$ cat src/hw/rtl/wbps_pkg.sv
// Shared types and constants of the wildcard byte pattern search unit.
package wbps_pkg;

   localparam int CSR_INDEX_W = 2;
   localparam int CSR_DATA_W  = 64;
   localparam int PAT_BYTES   = 16;
   localparam int OFFSET_W    = 32;

   typedef enum logic [CSR_INDEX_W-1:0] {
      CSR_PATTERN_LOW    = 2'd0,
      CSR_PATTERN_HIGH   = 2'd1,
      CSR_CARE_MASK      = 2'd2,
      CSR_PATTERN_LENGTH = 2'd3
   } csr_index_type;

   typedef struct packed {
      logic [63:0] pattern_low;
      logic [63:0] pattern_high;
      logic [15:0] care_mask;
      logic [4:0]  pattern_length;
   } wbps_cfg_type;

   typedef struct packed {
      logic [7:0] data_byte;
      logic       last_byte;
   } wbps_req_type;

   typedef struct packed {
      logic                found;
      logic [OFFSET_W-1:0] match_offset;
   } wbps_rsp_type;

   localparam wbps_cfg_type CFG_RESET = '{
      pattern_low:    64'h0,
      pattern_high:   64'h0,
      care_mask:      16'hFFFF,
      pattern_length: 5'd16
   };

endpackage

$ cat src/hw/rtl/wildcard_byte_pattern_search_unit.sv
// Top level of the wildcard byte pattern search unit.
// One region byte is accepted per cycle, sustained, while the result side
// takes its beats; a result passes through the input register, then the
// result register, and a byte waits in the input register while the result
// side stalls. The rate is set by the window compare, a combinational
// parallel comparator over PATTERN_MAX positions between those two registers.
// A region gives at most one result: the first match offset, or not found
// when the last byte passes without a match.
module wildcard_byte_pattern_search_unit #(
   parameter int PATTERN_MAX = 16
) (
   input  logic                                clock,
   input  logic                                reset,
   input  logic                                csr_write,
   input  logic [wbps_pkg::CSR_INDEX_W-1:0]    csr_index,
   input  logic [wbps_pkg::CSR_DATA_W-1:0]     csr_wdata,
   input  logic                                req_valid,
   output logic                                req_ready,
   input  wbps_pkg::wbps_req_type              req_beat,
   output logic                                rsp_valid,
   input  logic                                rsp_ready,
   output wbps_pkg::wbps_rsp_type              rsp_beat
);

   localparam int LEN_W = $clog2(PATTERN_MAX + 1);
   localparam int OW    = wbps_pkg::OFFSET_W;

   wbps_pkg::wbps_cfg_type        cfg_ff, cfg_in;
   logic                          s1_valid_ff, s1_valid_in;
   wbps_pkg::wbps_req_type        s1_beat_ff;
   logic [PATTERN_MAX-1:0][7:0]   window_ff, window_in, win_next;
   logic [OW-1:0]                 seen_ff, seen_in, seen_next;
   logic                          reported_ff, reported_in;
   logic                          rsp_valid_ff, rsp_valid_in;
   wbps_pkg::wbps_rsp_type        rsp_beat_ff, rsp_beat_in;
   logic                          s1_fire, match, emit, hit;
   logic [LEN_W-1:0]              eff_len;

   assign s1_fire   = s1_valid_ff && (!rsp_valid_ff || rsp_ready);
   assign req_ready = !s1_valid_ff || s1_fire;
   assign rsp_valid = rsp_valid_ff;
   assign rsp_beat  = rsp_beat_ff;

   always_comb begin
      cfg_in = cfg_ff;
      if (csr_write) begin
         case (csr_index)
            wbps_pkg::CSR_PATTERN_LOW:    cfg_in.pattern_low    = csr_wdata;
            wbps_pkg::CSR_PATTERN_HIGH:   cfg_in.pattern_high   = csr_wdata;
            wbps_pkg::CSR_CARE_MASK:      cfg_in.care_mask      = csr_wdata[15:0];
            wbps_pkg::CSR_PATTERN_LENGTH: cfg_in.pattern_length = csr_wdata[4:0];
            default:                      cfg_in = cfg_ff;
         endcase
      end
   end

   always_comb begin
      win_next[0] = s1_beat_ff.data_byte;
      for (int i = 1; i < PATTERN_MAX; i++) begin
         win_next[i] = window_ff[i-1];
      end
   end

   assign seen_next = (seen_ff == '1) ? seen_ff : seen_ff + OW'(1);

   wbps_window_match #(
      .PATTERN_MAX(PATTERN_MAX)
   ) u_match (
      .window (win_next),
      .cfg    (cfg_ff),
      .eff_len(eff_len),
      .hit    (hit)
   );

   assign match = !reported_ff && (seen_next >= OW'(eff_len)) && hit;
   assign emit  = match || (s1_beat_ff.last_byte && !reported_ff);

   always_comb begin
      s1_valid_in  = s1_valid_ff;
      window_in    = window_ff;
      seen_in      = seen_ff;
      reported_in  = reported_ff;
      rsp_valid_in = rsp_valid_ff;
      rsp_beat_in  = rsp_beat_ff;

      if (req_ready) begin
         s1_valid_in = req_valid;
      end

      if (rsp_valid_ff && rsp_ready) begin
         rsp_valid_in = 1'b0;
      end

      if (s1_fire) begin
         if (s1_beat_ff.last_byte) begin
            window_in   = '0;
            seen_in     = '0;
            reported_in = 1'b0;
         end else begin
            window_in   = win_next;
            seen_in     = seen_next;
            reported_in = reported_ff || match;
         end
         if (emit) begin
            rsp_valid_in             = 1'b1;
            rsp_beat_in.found        = match;
            rsp_beat_in.match_offset = match ? seen_next - OW'(eff_len) : '0;
         end
      end
   end

   always_ff @(posedge clock) begin
      if (reset) begin
         cfg_ff       <= wbps_pkg::CFG_RESET;
         s1_valid_ff  <= 1'b0;
         window_ff    <= '0;
         seen_ff      <= '0;
         reported_ff  <= 1'b0;
         rsp_valid_ff <= 1'b0;
      end else begin
         cfg_ff       <= cfg_in;
         s1_valid_ff  <= s1_valid_in;
         window_ff    <= window_in;
         seen_ff      <= seen_in;
         reported_ff  <= reported_in;
         rsp_valid_ff <= rsp_valid_in;
      end
   end

   always_ff @(posedge clock) begin
      if (req_ready) begin
         s1_beat_ff <= req_beat;
      end
      rsp_beat_ff <= rsp_beat_in;
   end

   a_notfound_zero: assert property (@(posedge clock) disable iff (reset)
      rsp_valid_ff && !rsp_beat_ff.found |-> rsp_beat_ff.match_offset == '0)
      else $error("not-found beat carries a nonzero offset");

   a_reported_has_bytes: assert property (@(posedge clock) disable iff (reset)
      reported_ff |-> seen_ff != '0)
      else $error("match flagged in an empty region");

   a_match_sets_flag: assert property (@(posedge clock) disable iff (reset)
      s1_fire && match && !s1_beat_ff.last_byte |=> reported_ff)
      else $error("match did not mark the region as reported");

   a_no_second_match: assert property (@(posedge clock) disable iff (reset)
      s1_fire && reported_ff |-> !match)
      else $error("second match in one region");

endmodule

$ cat src/hw/rtl/wbps_window_match.sv
// Parallel wildcard compare of the byte window against the configured pattern.
module wbps_window_match #(
   parameter int PATTERN_MAX = 16,
   localparam int LEN_W = $clog2(PATTERN_MAX + 1),
   localparam int IDX_W = (PATTERN_MAX > 1) ? $clog2(PATTERN_MAX) : 1
) (
   input  logic [PATTERN_MAX-1:0][7:0] window,
   input  wbps_pkg::wbps_cfg_type      cfg,
   output logic [LEN_W-1:0]            eff_len,
   output logic                        hit
);

   logic [127:0]            pattern_full;
   logic [PATTERN_MAX-1:0]  pos_ok;

   assign pattern_full = {cfg.pattern_high, cfg.pattern_low};

   always_comb begin
      if (cfg.pattern_length == 5'd0) begin
         eff_len = LEN_W'(1);
      end else if (32'(cfg.pattern_length) > 32'(PATTERN_MAX)) begin
         eff_len = LEN_W'(PATTERN_MAX);
      end else begin
         eff_len = LEN_W'(cfg.pattern_length);
      end
   end

   for (genvar k = 0; k < PATTERN_MAX; k++) begin : g_pos
      logic [LEN_W-1:0] idx;
      logic             in_use;
      assign idx    = eff_len - LEN_W'(k) - LEN_W'(1);
      assign in_use = LEN_W'(k) < eff_len;
      if (k < wbps_pkg::PAT_BYTES) begin : g_cfg
         assign pos_ok[k] = !in_use || !cfg.care_mask[k] ||
                            (window[idx[IDX_W-1:0]] == pattern_full[8*k +: 8]);
      end else begin : g_wild
         assign pos_ok[k] = 1'b1;
      end
   end

   assign hit = &pos_ok;

endmodule

$ cat config.mk
export PLATFORM = sky130hd
export DESIGN_NAME = wildcard_byte_pattern_search_unit
export DESIGN_NICKNAME = d
export VERILOG_FILES = /design/src/hw/rtl/wbps_pkg.sv /design/src/hw/rtl/wildcard_byte_pattern_search_unit.sv /design/src/hw/rtl/wbps_window_match.sv
export SDC_FILE = /design/constraint.sdc
export NUM_CORES = 1
export LEC_CHECK = 0
export BUFFER_PORTS_ARGS = -buffer_cell sky130_fd_sc_hd__buf_2
export CAP_MARGIN = 0
export CELL_PAD_IN_SITES_DETAIL_PLACEMENT = 0
export CELL_PAD_IN_SITES_GLOBAL_PLACEMENT = 2
export CORE_ASPECT_RATIO = 1.4
export CORE_UTILIZATION = 42
export CTS_BUF_LIST = sky130_fd_sc_hd__clkbuf_8
export CTS_CLUSTER_DIAMETER = 30
export CTS_CLUSTER_SIZE = 25
export DETAILED_ROUTE_END_ITERATION = 8
export HOLD_SLACK_MARGIN = 0.02
export PLACE_DENSITY_LB_ADDON = 0.1
export SLEW_MARGIN = 40
export SYNTH_ARGS = -nofsm -noshare
export SYNTH_HDL_FRONTEND = slang
export SYNTH_HIERARCHICAL = 1
export SYNTH_SLANG_ARGS = --single-unit
$ cat constraint.sdc
create_clock -name clock -period 12.8 [get_ports clock]
set_clock_uncertainty 0.1 [all_clocks]
set_input_delay 2.56 -clock clock [delete_from_list [all_inputs] [get_ports clock]]
set_output_delay 2.56 -clock clock [all_outputs]
set_load 0.01 [all_outputs]
==> run_results.csv <==
group,metric,value,unit
status,outcome,"complete, no violations",
setup_path,critPathKind,"reg2reg",
clock_tree,clock-root-buffer,"clkbuf_8",
setup_path,cp.arrival,7.53,ns
timing,fmax,137,MHz
finish,finalNetCount,2767,
clock_tree,insertion_delay,0.69,ns
synthesis,synthFlopType,"dfxtp_1",
die,dieArea,53900,sq um
clock_tree,cts_resized,0,
power_and_ir_drop,p_leak,8.81,nW
synthesis,ys_async_sr_fraction,0,%
power_and_ir_drop,power,0.00280,W
placed_design,place.detailed.hpwl,65100,um
setup_path,r2r_cells,17,
die,ioPinCount,115,
setup_path,critical_path.startpoint_type,"flop",
clock_tree,clock_sinks,346,
hold_path,hold_depth,2,
drt,drtPass1Iterations,9,
drt,vias,21300,
clock_tree,postCtsSetupBuffers,0,
timing,setup_violations,0,
global_routing,overflow,0,
setup_path,crit_path_top_delay_cell,"o21ai_0",
setup_path,cpPeakStageDelay,0.59,ns
timing,slew_headroom,34.5,%
finish,final_common_cell,"nand2_1",
finish,drive_gt1_share,17.1,%
clock_tree,path_clk_slew,0.07,ns
power_and_ir_drop,vdd_drop_max,80.4,uV
drt,wirelength,88700,um
drt,drt-initial-drc-count,2106,
timing,layout_min_cycle_time,7.31,ns
die,rows,99,
synthesis,ys_seq_elements,346,
finish,seq_area,7350,sq um
finish,area_delta_synth_final,12.0,%
setup_path,path_max_fanout,51,
setup_path,r2r_setup_slack,5.49,ns
hold_path,holdPathEnd,"cfg_ff[76]",
timing,period_share,57.1,%
run,cap_violations,0,
clock_tree,holdBufCountCts,0,
finish,nFillCells,5189,
die,core,52300,sq um
finish,postLayoutCoreUtil,47.7,%
finish,multiInputGateArea,13900,sq um
synthesis,synth_fp_nets,2770,
clock_tree,max-clock-path-buffers,3,
synthesis,post_synth.cell_area_avg,8.30,sq um
synthesis,ys.warnings.count,6,
timing,hold_viol_final,0,
placed_design,gp_congestion,0.970,
drt,wire_per_inst,25.7,um
synthesis,synth_seq_area_share,33.0,%
synthesis,synth_edf_count,42,
clock_tree,cts_tree,"done",
global_routing,grt_max_degree,213,
hold_path,min_path_type,"reg2reg",
power_and_ir_drop,power.density,112,nW/um^2
hold_path,hp-start,"cfg_ff[76]",
placed_design,portBuffers,114,
setup_path,crit_path_cell_trace,"nor4_4, buf_4, nor2_4, inv_4, buf_6, mux2_2, o21ai_0, mux4_2, xnor2_1, a2111oi_0, a21oi_1, a2111oi_2, nand4b_1, nor4_2, o21ai_0, a211oi_4, buf_4",
finish,layout_common_cells,"nand2_1, dfxtp_1, a21oi_1",
clock_tree,cts_max_level,3,
drt,viasPerCell,6.16,
global_routing,antenna_found_initial,3,
global_routing,grt_pass1_vias,19900,
setup_path,rr_startpoint,"cfg_ff[4]",
drt,ant_nets,0,
timing,setup_tns,0,ns
synthesis,postSynthCellCount,2680,
global_routing,grt_pass1_wl,130000,um
synthesis,syn_area,22300,sq um
setup_path,end_kind,"flop",
timing,drv_slew,0,
synthesis,synth.distinct_cells,88,
setup_path,critical_path_required,13.01,ns
clock_tree,cts-buffers-inserted,77,
die,dieHeight,274,um
global_routing,track_usage,32.6,%
drt,drcViolationCount,0,
setup_path,r2r-end,"rsp_beat[1]",
die,start_util,42.6,%
timing,rsz0062_at_grt,"false",
die,die_w,197,um
timing,worstMarginPinSlew,0.973,ns
[cell type report]
cell class / count / area share [%]
diodes: 3 / 0.0301
inverters: 19 / 0.296
well taps: 707 / 3.55
flip-flops and latches: 346 / 29.5
repair buffers: 147 / 3.65
clock inverters: 54 / 2.39
multi-input cells: 2086 / 55.8
clock buffers: 88 / 4.86
[where the power goes]
part,switching [W],internal [W]
registers,0.0000253,0.00112
clock network,0.000578,0.000853
logic,0.000149,0.0000721
total,0.000752,0.00204
[cells by family (layout without fill, tap and decap cells)]
family	after synthesis	in the layout	synth area share [%]
simple gates	1077	1077	23.8
compound gates	688	688	18.5
flops	346	346	33.0
buf+inv	248	308	4.93
xor+xnor	164	164	6.49
mux	147	147	12.6
fa+ha+maj	10	10	0.596
other cells	0	3	0
[how the worst max path moves through the flow]
stage                          from      endpoint  slack (ns)
after detailed placement  cfg_ff[4]   rsp_beat[2]        5.36
after floorplan           cfg_ff[4]   rsp_beat[0]        5.23
after global placement    cfg_ff[4]  rsp_beat[20]        5.55
after CTS                 cfg_ff[4]  rsp_beat[28]        5.27
final                     cfg_ff[4]   rsp_beat[1]        5.49
after global routing      cfg_ff[4]  rsp_beat[28]        4.97
[flip-flops by register name, indices dropped and copies added, names as in the netlist]
register and count:
rsp_valid 1, rsp_beat 33, s1_valid_ff 1, seen_ff 32, reported_ff 1, win_next 120, cfg_ff 149, s1_beat_ff 9
[metrics by stage]
step | std cells | worst slack [ns] | hold WS, ns | instance area, sq um
floorplan | 2680 | 5.23 | 0.333 | 22300
global placement | 3301 | 5.55 | 0.356 | 23000
detailed placement | 3303 | 5.36 | 0.357 | 23000
CTS | 3445 | 5.27 | 0.368 | 24800
global route | 3448 | 4.97 | 0.387 | 24900
finish | 3450 | 5.49 | 0.369 | 24900
[synthesized netlist by cell type (28+ instances only)]
cell type	instances	area [sq um]
mux4_2	101	2270
o22ai_1	76	475
mux2_2	32	360
nand4_1	40	250
o21ai_0	109	546
a22oi_1	75	563
a21oi_1	303	1520
edfxtp_1	42	1260
nor3_1	28	140
nand2_1	383	1440
nor3b_1	125	938
nor2_1	237	890
nand3_1	137	686
xor2_1	81	709
dfxtp_1	304	6090
xnor2_1	82	718
clkbuf_1	160	601
[routing by layer]
metal	vias to the layer above	GRT usage [%]	share of wire, %
met5	-	0	0
met4	0	19.9	6.2
met3	174	5.34	6.8
met2	828	53.6	48
met1	10400	39.8	39
li1	9803	-	-
[worst max-delay path, delay by kind of cell, from the launching register on]
family | cells | cell delay [ns]
flops | 1 | 0.53
compound gates | 6 | 2.50
buf+inv | 4 | 1.78
xor+xnor | 1 | 0.07
mux | 2 | 0.80
simple gates | 4 | 1.09
Note: power is estimated with default switching activity, not from simulation.
